**config.mk**
```make
export PLATFORM = sky130hd
export DESIGN_NAME = dht22_frame_decoder
export DESIGN_NICKNAME = d
export VERILOG_FILES = /design/src/hw/rtl/dhtfd_pkg.sv /design/src/hw/rtl/dhtfd_cfg.sv /design/src/hw/rtl/dht22_frame_decoder.sv
export SDC_FILE = /design/constraint.sdc
export NUM_CORES = 1
export LEC_CHECK = 0
export BUFFER_PORTS_ARGS = -buffer_cell sky130_fd_sc_hd__buf_2
export CORE_MARGIN = 5
export CORE_UTILIZATION = 40
export DETAILED_ROUTE_END_ITERATION = 10
export GPL_TIMING_DRIVEN = 0
export PLACE_DENSITY = 0.61
export SLEW_MARGIN = 10
export SYNTH_ARGS = -nofsm -noshare
export SYNTH_HDL_FRONTEND = slang
export SYNTH_SLANG_ARGS = --single-unit
export TNS_END_PERCENT = 10
```
**constraint.sdc**
```tcl
create_clock -name clk -period 10.8 [get_ports clk]
set_clock_uncertainty 0.15 [all_clocks]
set_input_delay 0.54 -clock clk [delete_from_list [all_inputs] [get_ports clk]]
set_output_delay 0.54 -clock clk [all_outputs]
set_load 0.02 [all_outputs]
```
**src/hw/rtl/dhtfd_pkg.sv**
```systemverilog
package dhtfd_pkg;

  localparam int unsigned CFG_W       = 10;
  localparam int unsigned DUR_W       = 16;
  localparam int unsigned FRAME_BITS  = 40;
  localparam int unsigned BITCNT_W    = 6;
  localparam int unsigned CFG_IDX_W   = 3;

  localparam logic [1:0] FUNC_START   = 2'd0;
  localparam logic [1:0] FUNC_EDGE    = 2'd1;
  localparam logic [1:0] FUNC_TIMEOUT = 2'd2;

  localparam logic [2:0] ST_OK             = 3'd0;
  localparam logic [2:0] ST_NO_START_FALL  = 3'd1;
  localparam logic [2:0] ST_BAD_RESP_LOW   = 3'd2;
  localparam logic [2:0] ST_RESP_TIMEOUT   = 3'd3;
  localparam logic [2:0] ST_SHORT_HIGH     = 3'd4;
  localparam logic [2:0] ST_BIT_TIMEOUT    = 3'd5;
  localparam logic [2:0] ST_BIT_ERROR      = 3'd6;
  localparam logic [2:0] ST_CHECKSUM       = 3'd7;

  localparam logic [CFG_IDX_W-1:0] REG_SYNC_LOW_MIN      = 3'd0;
  localparam logic [CFG_IDX_W-1:0] REG_SYNC_LOW_MAX      = 3'd1;
  localparam logic [CFG_IDX_W-1:0] REG_ONE_HIGH_ABOVE    = 3'd2;
  localparam logic [CFG_IDX_W-1:0] REG_RESPONSE_LOW_MIN  = 3'd3;
  localparam logic [CFG_IDX_W-1:0] REG_RESPONSE_HIGH_MIN = 3'd4;

  localparam logic [CFG_W-1:0] RST_SYNC_LOW_MIN      = 10'd25;
  localparam logic [CFG_W-1:0] RST_SYNC_LOW_MAX      = 10'd75;
  localparam logic [CFG_W-1:0] RST_ONE_HIGH_ABOVE    = 10'd50;
  localparam logic [CFG_W-1:0] RST_RESPONSE_LOW_MIN  = 10'd60;
  localparam logic [CFG_W-1:0] RST_RESPONSE_HIGH_MIN = 10'd65;

  typedef enum logic [4:0] {
    PH_IDLE       = 5'b00001,
    PH_START_FALL = 5'b00010,
    PH_RESP_LOW   = 5'b00100,
    PH_RESP_HIGH  = 5'b01000,
    PH_DATA       = 5'b10000
  } phase_t;

  typedef struct packed {
    logic [CFG_W-1:0] sync_low_min;
    logic [CFG_W-1:0] sync_low_max;
    logic [CFG_W-1:0] one_high_above;
    logic [CFG_W-1:0] response_low_min;
    logic [CFG_W-1:0] response_high_min;
  } cfg_t;

endpackage

```
**src/hw/rtl/dhtfd_cfg.sv**
```systemverilog
module dhtfd_cfg
  import dhtfd_pkg::*;
(
  input  logic                 clk,
  input  logic                 rst_n,
  input  logic                 wr_en,
  input  logic [CFG_IDX_W-1:0] wr_index,
  input  logic [CFG_W-1:0]     wr_data,
  output cfg_t                 cfg
);

  cfg_t cfg_r;
  cfg_t cfg_nxt;

  always_comb begin
    cfg_nxt = cfg_r;
    if (wr_en) begin
      case (wr_index)
        REG_SYNC_LOW_MIN:      cfg_nxt.sync_low_min      = wr_data;
        REG_SYNC_LOW_MAX:      cfg_nxt.sync_low_max      = wr_data;
        REG_ONE_HIGH_ABOVE:    cfg_nxt.one_high_above    = wr_data;
        REG_RESPONSE_LOW_MIN:  cfg_nxt.response_low_min  = wr_data;
        REG_RESPONSE_HIGH_MIN: cfg_nxt.response_high_min = wr_data;
        default: ;
      endcase
    end
  end

  always_ff @(posedge clk) begin
    if (!rst_n) begin
      cfg_r.sync_low_min      <= RST_SYNC_LOW_MIN;
      cfg_r.sync_low_max      <= RST_SYNC_LOW_MAX;
      cfg_r.one_high_above    <= RST_ONE_HIGH_ABOVE;
      cfg_r.response_low_min  <= RST_RESPONSE_LOW_MIN;
      cfg_r.response_high_min <= RST_RESPONSE_HIGH_MIN;
    end else begin
      cfg_r <= cfg_nxt;
    end
  end

  assign cfg = cfg_r;

endmodule

```
**src/hw/rtl/dht22_frame_decoder.sv**
```systemverilog
// Decodes one single-wire humidity/temperature sensor frame from line events
// (start, timed edge, timeout). Takes one event per clock while in_stall is low; an
// event enters an input register and is decoded against the frame state once the
// result register can advance, and a transaction that completes or aborts a frame
// loads the result register, which drives out_valid. The input side stalls only
// while the output register holds an untaken result and out_stall is high. Config
// registers are always ready and should be written only while idle; unknown
// indexes are ignored. Humidity and temperature read zero on error status.
module dht22_frame_decoder
  import dhtfd_pkg::*;
#(
  parameter int DURATION_WIDTH = 16
) (
  input  logic                 clk,
  input  logic                 rst_n,

  input  logic                 in_valid,
  output logic                 in_stall,
  input  logic [1:0]           in_func,
  input  logic                 in_line_was_high,
  input  logic [DUR_W-1:0]     in_duration_us,

  output logic                 out_valid,
  input  logic                 out_stall,
  output logic [2:0]           out_status,
  output logic [15:0]          out_humidity_tenths,
  output logic signed [15:0]   out_temperature_tenths,

  input  logic                 cfg_valid,
  output logic                 cfg_ready,
  input  logic [CFG_IDX_W-1:0] cfg_index,
  input  logic [CFG_W-1:0]     cfg_wdata
);

  localparam logic [DUR_W-1:0] DUR_MASK = (DURATION_WIDTH >= DUR_W) ? {DUR_W{1'b1}} :
                                          DUR_W'((64'd1 << DURATION_WIDTH) - 64'd1);

  cfg_t cfg;

  // input register
  logic             s1_valid_r, s1_valid_nxt;
  logic [1:0]       s1_func_r;
  logic             s1_high_r;
  logic [DUR_W-1:0] s1_dur_r;

  // frame state
  phase_t                 phase_r, phase_nxt;
  logic [BITCNT_W-1:0]    bit_count_r, bit_count_nxt;
  logic                   expect_high_r, expect_high_nxt;
  logic [FRAME_BITS-1:0]  frame_r, frame_nxt;

  // result register
  logic                   out_valid_r, out_valid_nxt;
  logic [2:0]             status_r;
  logic [15:0]            hum_r;
  logic [15:0]            temp_r;

  logic                   advance;
  logic                   fire;
  logic                   in_take;
  logic                   emit;
  logic [2:0]             emit_status;
  logic [15:0]            emit_hum;
  logic [15:0]            emit_temp;
  logic                   timeout;
  logic [FRAME_BITS-1:0]  shifted;
  logic [BITCNT_W-1:0]    count_inc;
  logic [7:0]             b0, b1, b2, b3, b4;
  logic [7:0]             sum;
  logic [15:0]            mag;

  dhtfd_cfg u_cfg (
    .clk      (clk),
    .rst_n    (rst_n),
    .wr_en    (cfg_valid),
    .wr_index (cfg_index),
    .wr_data  (cfg_wdata),
    .cfg      (cfg)
  );

  assign cfg_ready = 1'b1;

  assign advance  = !out_valid_r || !out_stall;
  assign fire     = s1_valid_r && advance;
  assign in_stall = s1_valid_r && !advance;
  assign in_take  = in_valid && !in_stall;

  always_comb begin
    s1_valid_nxt = s1_valid_r;
    if (in_take)      s1_valid_nxt = 1'b1;
    else if (advance) s1_valid_nxt = 1'b0;
  end

  assign timeout   = (s1_func_r == FUNC_TIMEOUT);
  assign shifted   = {frame_r[FRAME_BITS-2:0],
                      (s1_dur_r > DUR_W'(cfg.one_high_above))};
  assign count_inc = bit_count_r + BITCNT_W'(1);

  // checksum and temperature decode on the frame including the last bit
  assign b0  = shifted[39:32];
  assign b1  = shifted[31:24];
  assign b2  = shifted[23:16];
  assign b3  = shifted[15:8];
  assign b4  = shifted[7:0];
  assign sum = b0 + b1 + b2 + b3;
  assign mag = {1'b0, b2[6:0], b3};

  always_comb begin
    phase_nxt       = phase_r;
    bit_count_nxt   = bit_count_r;
    expect_high_nxt = expect_high_r;
    frame_nxt       = frame_r;
    emit            = 1'b0;
    emit_status     = ST_OK;
    emit_hum        = '0;
    emit_temp       = '0;

    if (fire) begin
      if (s1_func_r == FUNC_START) begin
        phase_nxt       = PH_START_FALL;
        bit_count_nxt   = '0;
        expect_high_nxt = 1'b0;
        frame_nxt       = '0;
      end else if (s1_func_r == FUNC_EDGE || timeout) begin
        case (phase_r)
          PH_START_FALL: begin
            if (timeout || !s1_high_r || s1_dur_r == '0) begin
              emit = 1'b1; emit_status = ST_NO_START_FALL;
            end else begin
              phase_nxt = PH_RESP_LOW;
            end
          end
          PH_RESP_LOW: begin
            if (timeout || s1_high_r || s1_dur_r < DUR_W'(cfg.response_low_min)) begin
              emit = 1'b1; emit_status = ST_BAD_RESP_LOW;
            end else begin
              phase_nxt = PH_RESP_HIGH;
            end
          end
          PH_RESP_HIGH: begin
            if (timeout) begin
              emit = 1'b1; emit_status = ST_RESP_TIMEOUT;
            end else if (!s1_high_r || s1_dur_r < DUR_W'(cfg.response_high_min)) begin
              emit = 1'b1; emit_status = ST_SHORT_HIGH;
            end else begin
              phase_nxt       = PH_DATA;
              bit_count_nxt   = '0;
              expect_high_nxt = 1'b0;
              frame_nxt       = '0;
            end
          end
          PH_DATA: begin
            if (!expect_high_r) begin
              if (timeout) begin
                emit = 1'b1; emit_status = ST_BIT_TIMEOUT;
              end else if (s1_high_r || s1_dur_r < DUR_W'(cfg.sync_low_min) ||
                           s1_dur_r > DUR_W'(cfg.sync_low_max)) begin
                emit = 1'b1; emit_status = ST_BIT_ERROR;
              end else begin
                expect_high_nxt = 1'b1;
              end
            end else if (timeout || !s1_high_r) begin
              emit = 1'b1; emit_status = ST_BIT_ERROR;
            end else begin
              frame_nxt       = shifted;
              expect_high_nxt = 1'b0;
              bit_count_nxt   = count_inc;
              if (count_inc >= BITCNT_W'(FRAME_BITS)) begin
                emit = 1'b1;
                if (sum != b4) begin
                  emit_status = ST_CHECKSUM;
                end else begin
                  emit_status = ST_OK;
                  emit_hum    = {b0, b1};
                  emit_temp   = b2[7] ? (16'd0 - mag) : mag;
                end
              end
            end
          end
          default: ;
        endcase
        if (emit) begin
          phase_nxt       = PH_IDLE;
          bit_count_nxt   = '0;
          expect_high_nxt = 1'b0;
          frame_nxt       = '0;
        end
      end
    end
  end

  always_comb begin
    out_valid_nxt = out_valid_r;
    if (advance) out_valid_nxt = fire && emit;
  end

  always_ff @(posedge clk) begin
    if (!rst_n) begin
      s1_valid_r    <= 1'b0;
      phase_r       <= PH_IDLE;
      bit_count_r   <= '0;
      expect_high_r <= 1'b0;
      frame_r       <= '0;
      out_valid_r   <= 1'b0;
    end else begin
      s1_valid_r    <= s1_valid_nxt;
      phase_r       <= phase_nxt;
      bit_count_r   <= bit_count_nxt;
      expect_high_r <= expect_high_nxt;
      frame_r       <= frame_nxt;
      out_valid_r   <= out_valid_nxt;
    end
  end

  always_ff @(posedge clk) begin
    if (in_take) begin
      s1_func_r <= in_func;
      s1_high_r <= in_line_was_high;
      s1_dur_r  <= in_duration_us & DUR_MASK;
    end
    if (fire && emit) begin
      status_r <= emit_status;
      hum_r    <= emit_hum;
      temp_r   <= emit_temp;
    end
  end

  assign out_valid              = out_valid_r;
  assign out_status             = status_r;
  assign out_humidity_tenths    = hum_r;
  assign out_temperature_tenths = temp_r;

  a_err_zero_payload: assert property (@(posedge clk) disable iff (!rst_n)
    out_valid && out_status != ST_OK |->
      out_humidity_tenths == 16'd0 && out_temperature_tenths == 16'sd0)
    else $error("error result carries nonzero payload");

  a_bit_count_range: assert property (@(posedge clk) disable iff (!rst_n)
    bit_count_r < BITCNT_W'(FRAME_BITS))
    else $error("bit count past frame length");

  a_bits_only_in_data: assert property (@(posedge clk) disable iff (!rst_n)
    (expect_high_r || bit_count_r != '0) |-> phase_r == PH_DATA)
    else $error("bit state outside data phase");

  a_result_needs_event: assert property (@(posedge clk) disable iff (!rst_n)
    $rose(out_valid) |-> $past(s1_valid_r))
    else $error("result without a decoded transaction");

endmodule

```
==> results.md <==
* Outcome: complete, no violations
* Min cycle time layout at 4500 ps
* CP arrival at 4660 ps
* FF-to-FF setup slack at 6300 ps
* Clock sinks at 157
* PortBufs at 72
* Reg-to-reg critical path startpoint: frame_r[16]
* Hold_sp: in_duration_us[1]
* H-tree levels at 4
* Post-CTS Hold Buffers at 0
* RSZ-0062 raised after global routing: false
* Die area at 24,400 µm²
* Worst-path cell chain: fa_1, inv_1, fa_1, inv_1, ha_1, inv_1, fa_1, xnor2_1, xnor2_1, nand4_1, nor3_1, o21ai_0, nor4_2, clkbuf_1, o311a_1
* Max incr delay on CP at 650 ps
* Clk root buf: clkbuf_16
* Post-DP HPWL at 15.2 mm
* Crit end category: flip-flop
* Antenna diode count at 0
* Die Wd at 156 µm
* Maximum VDD drop at 0.000110 V
* Syn avg cell area at 9.26 µm²
* Final instance area at 9830 µm²
* Initial DRC Count at 362
* Post-synthesis cell count at 923
* Crit path buf inv count at 4
* Critical path's top delay family: adder cells
* Final core occ at 46.7%
* Library cells used by synthesis at 64
* I/O Pins at 75
* Clock Path Buffers at 2
* CTS buffer count at 17
* All-layer global routing usage at 16.8%
* Pwr dens at 134 nW/µm²
* First-pass GRT wire length at 32.5 mm
* TritonCTS clock tree: yes
* Share of cells above drive strength 1 at 13.1%
* Routed length per instance at 15.5 µm
* FF+latch count, synth at 157
* Max_slew headroom at 30.3%
* Placer Congestion at 0.863
* Layout fillers at 2,015
* Final setup TNS at 0 ps
* Area post-placement at 9250 µm²
* Grt ovf at 0
* CP required at 10,950 ps
* Reg-to-Reg End: out_temperature_tenths[15]
* Final setup viols at 0
* Drt drc at 0
* Total setup buffers inserted after CTS at 0
* Worst slew pin tran at 1030 ps
* Initial antenna violation count at 0
* Ys async rst share at 0%
* Final Hold Fails at 0
* Hold Path End: s1_dur_r[1]
* Pre-antenna DRT Iters at 5
* Remaining antenna violation count at 0
* Post-synth EDFFs at 54
* Synth Warn # at 0
* Vias per cell at 5.07
* Highest Clock Rate at 222 MHz
* Commonest non-fill, non-tap cell in the layout: nand2_1
* Mapped Area at 8550 µm²
* Hold Path Stages at 1
* Net count, final at 1,126
* Max_cap viols at 0
* Worst Setup Start Kind: flip-flop
* Ys flop type: dfxtp_1
* Rows at 53
* Seq/Total Area, Yosys at 43.1%
* Pleak at 3.89 nW
* Syn-to-layout area delta at 15.0%
* Chip height at 156 µm
* Slowest cell on the critical path: nor4_2
* Initial core utilization at 40.7%
* Core box area at 21,000 µm²
* Resized cells post-CTS at 0
* Pins Over Slew Limit at 0
* Commonest cells after routing, fill and taps aside: nand2_1 (187), dfxtp_1 (103), buf_2 (80)
* Skew-Pair Late Insertion Delay at 430 ps
* Reg clk slew, reported paths at 70 ps
* Peak fanout along the critical path at 10
* Via count at 6,598
* HP Class: in2reg
* CP Class: reg2reg
* Largest net degree at the start of global routing at 36
* Ratio of final minimum period to clock period at 41.7%
* Final Routed Wirelength at 20.2 mm
* Syn Nets at 1,035
* Vias in the first global route at 6,196
* Worst-case reg-to-reg path depth at 15
[flip-flops by register name, indices dropped and copies added (netlist names)]
register / count
out_status: 3
expect_high_r: 1
phase_r: 5
out_humidity_tenths: 16
out_valid: 1
s1_valid_r: 1
s1_func_r: 2
out_temperature_tenths: 16
frame_r: 39
bit_count_r: 6
s1_high_r: 1
u_cfg.cfg: 50
s1_dur_r: 16
[worst max path at each step]
stage	to	slack (ps)	cells after the start	from
floorplan	out_temperature_tenths[15]	7070	16	frame_r[8]
global placement	out_temperature_tenths[15]	6400	15	frame_r[16]
detailed placement	out_temperature_tenths[15]	6360	15	frame_r[16]
CTS	out_temperature_tenths[15]	6320	15	frame_r[16]
global route	out_temperature_tenths[15]	6000	16	frame_r[16]
finish	out_temperature_tenths[15]	6300	15	frame_r[16]
[per-layer routing]
metal | GRT usage, % | share of wire, %
met1 | 23.1 | 47
met2 | 27.3 | 46
met3 | 2.83 | 5.0
met4 | 5.29 | 1.6
met5 | 0 | 0
[power breakdown]
part / total, mW / internal, mW / switching (mW)
sequential: 0.632 / 0.620 / 0.0124
clock: 0.597 / 0.329 / 0.267
combinational: 0.0871 / 0.0339 / 0.0532
total: 1.32 / 0.983 / 0.333
[Yosys cell counts (all sizes together) (4+ instances only)]
library cell | instances | area [µm²]
inv | 74 | 278
nand2b | 5 | 31.3
nor2b | 11 | 68.8
o21ai | 31 | 155
a31oi | 7 | 43.8
dfxtp | 103 | 2060
nand3 | 20 | 100
nand4 | 11 | 83.8
xnor2 | 26 | 228
nand2 | 187 | 702
buf | 13 | 92.6
and3 | 8 | 50.1
clkbuf | 26 | 97.6
xor2 | 5 | 43.8
or4 | 4 | 30.0
ha | 61 | 763
o21a | 7 | 52.6
nor3 | 13 | 70.1
o211ai | 15 | 118
edfxtp | 54 | 1620
and2 | 32 | 200
o22ai | 4 | 25.0
nor2 | 31 | 119
nand4b | 8 | 70.1
a21oi | 55 | 279
a211oi | 5 | 50.1
fa | 14 | 280
o31ai | 12 | 90.1
or2 | 6 | 37.5
mux2i | 35 | 350
or3 | 4 | 25.0
nor4 | 6 | 58.8
[cells by family after synthesis]
logic type                 after synthesis  share of synthesized area, %
other                                    1                        0.0439
DFF                                    157                          43.1
AOI/OAI and AO/OA                      157                          11.9
adders and majority gates               75                          12.2
buffers and inverters                  114                          5.52
and+or+nand+nor                        353                          20.0
xor gates and xnor gates                31                          3.18
muxes                                   35                          4.10
[stage by stage]
step                power (mW)  hold slack [ps]  setup WS [ps]  cells
finish                    1.32              128           6300   1302
global route              1.37              116           6000   1302
CTS                       1.33              118           6320   1302
detailed placement       0.733              297           6360   1270
global placement         0.731              293           6400   1270
floorplan                0.698              286           7070    923
[layout make-up]
| type | instances | area [µm²] | share of cell area [%] |
|---|---|---|---|
| tap | 275 | 344 | 3.50 |
| buffer | 39 | 190 | 1.94 |
| sequential | 157 | 3680 | 37.5 |
| multi-input combinational | 652 | 4390 | 44.7 |
| timing repair buffer | 72 | 360 | 3.67 |
| clock inverter | 13 | 131 | 1.34 |
| clock buffer | 19 | 443 | 4.51 |
| inverter | 75 | 282 | 2.86 |
Power figures use the tool's default switching activity.
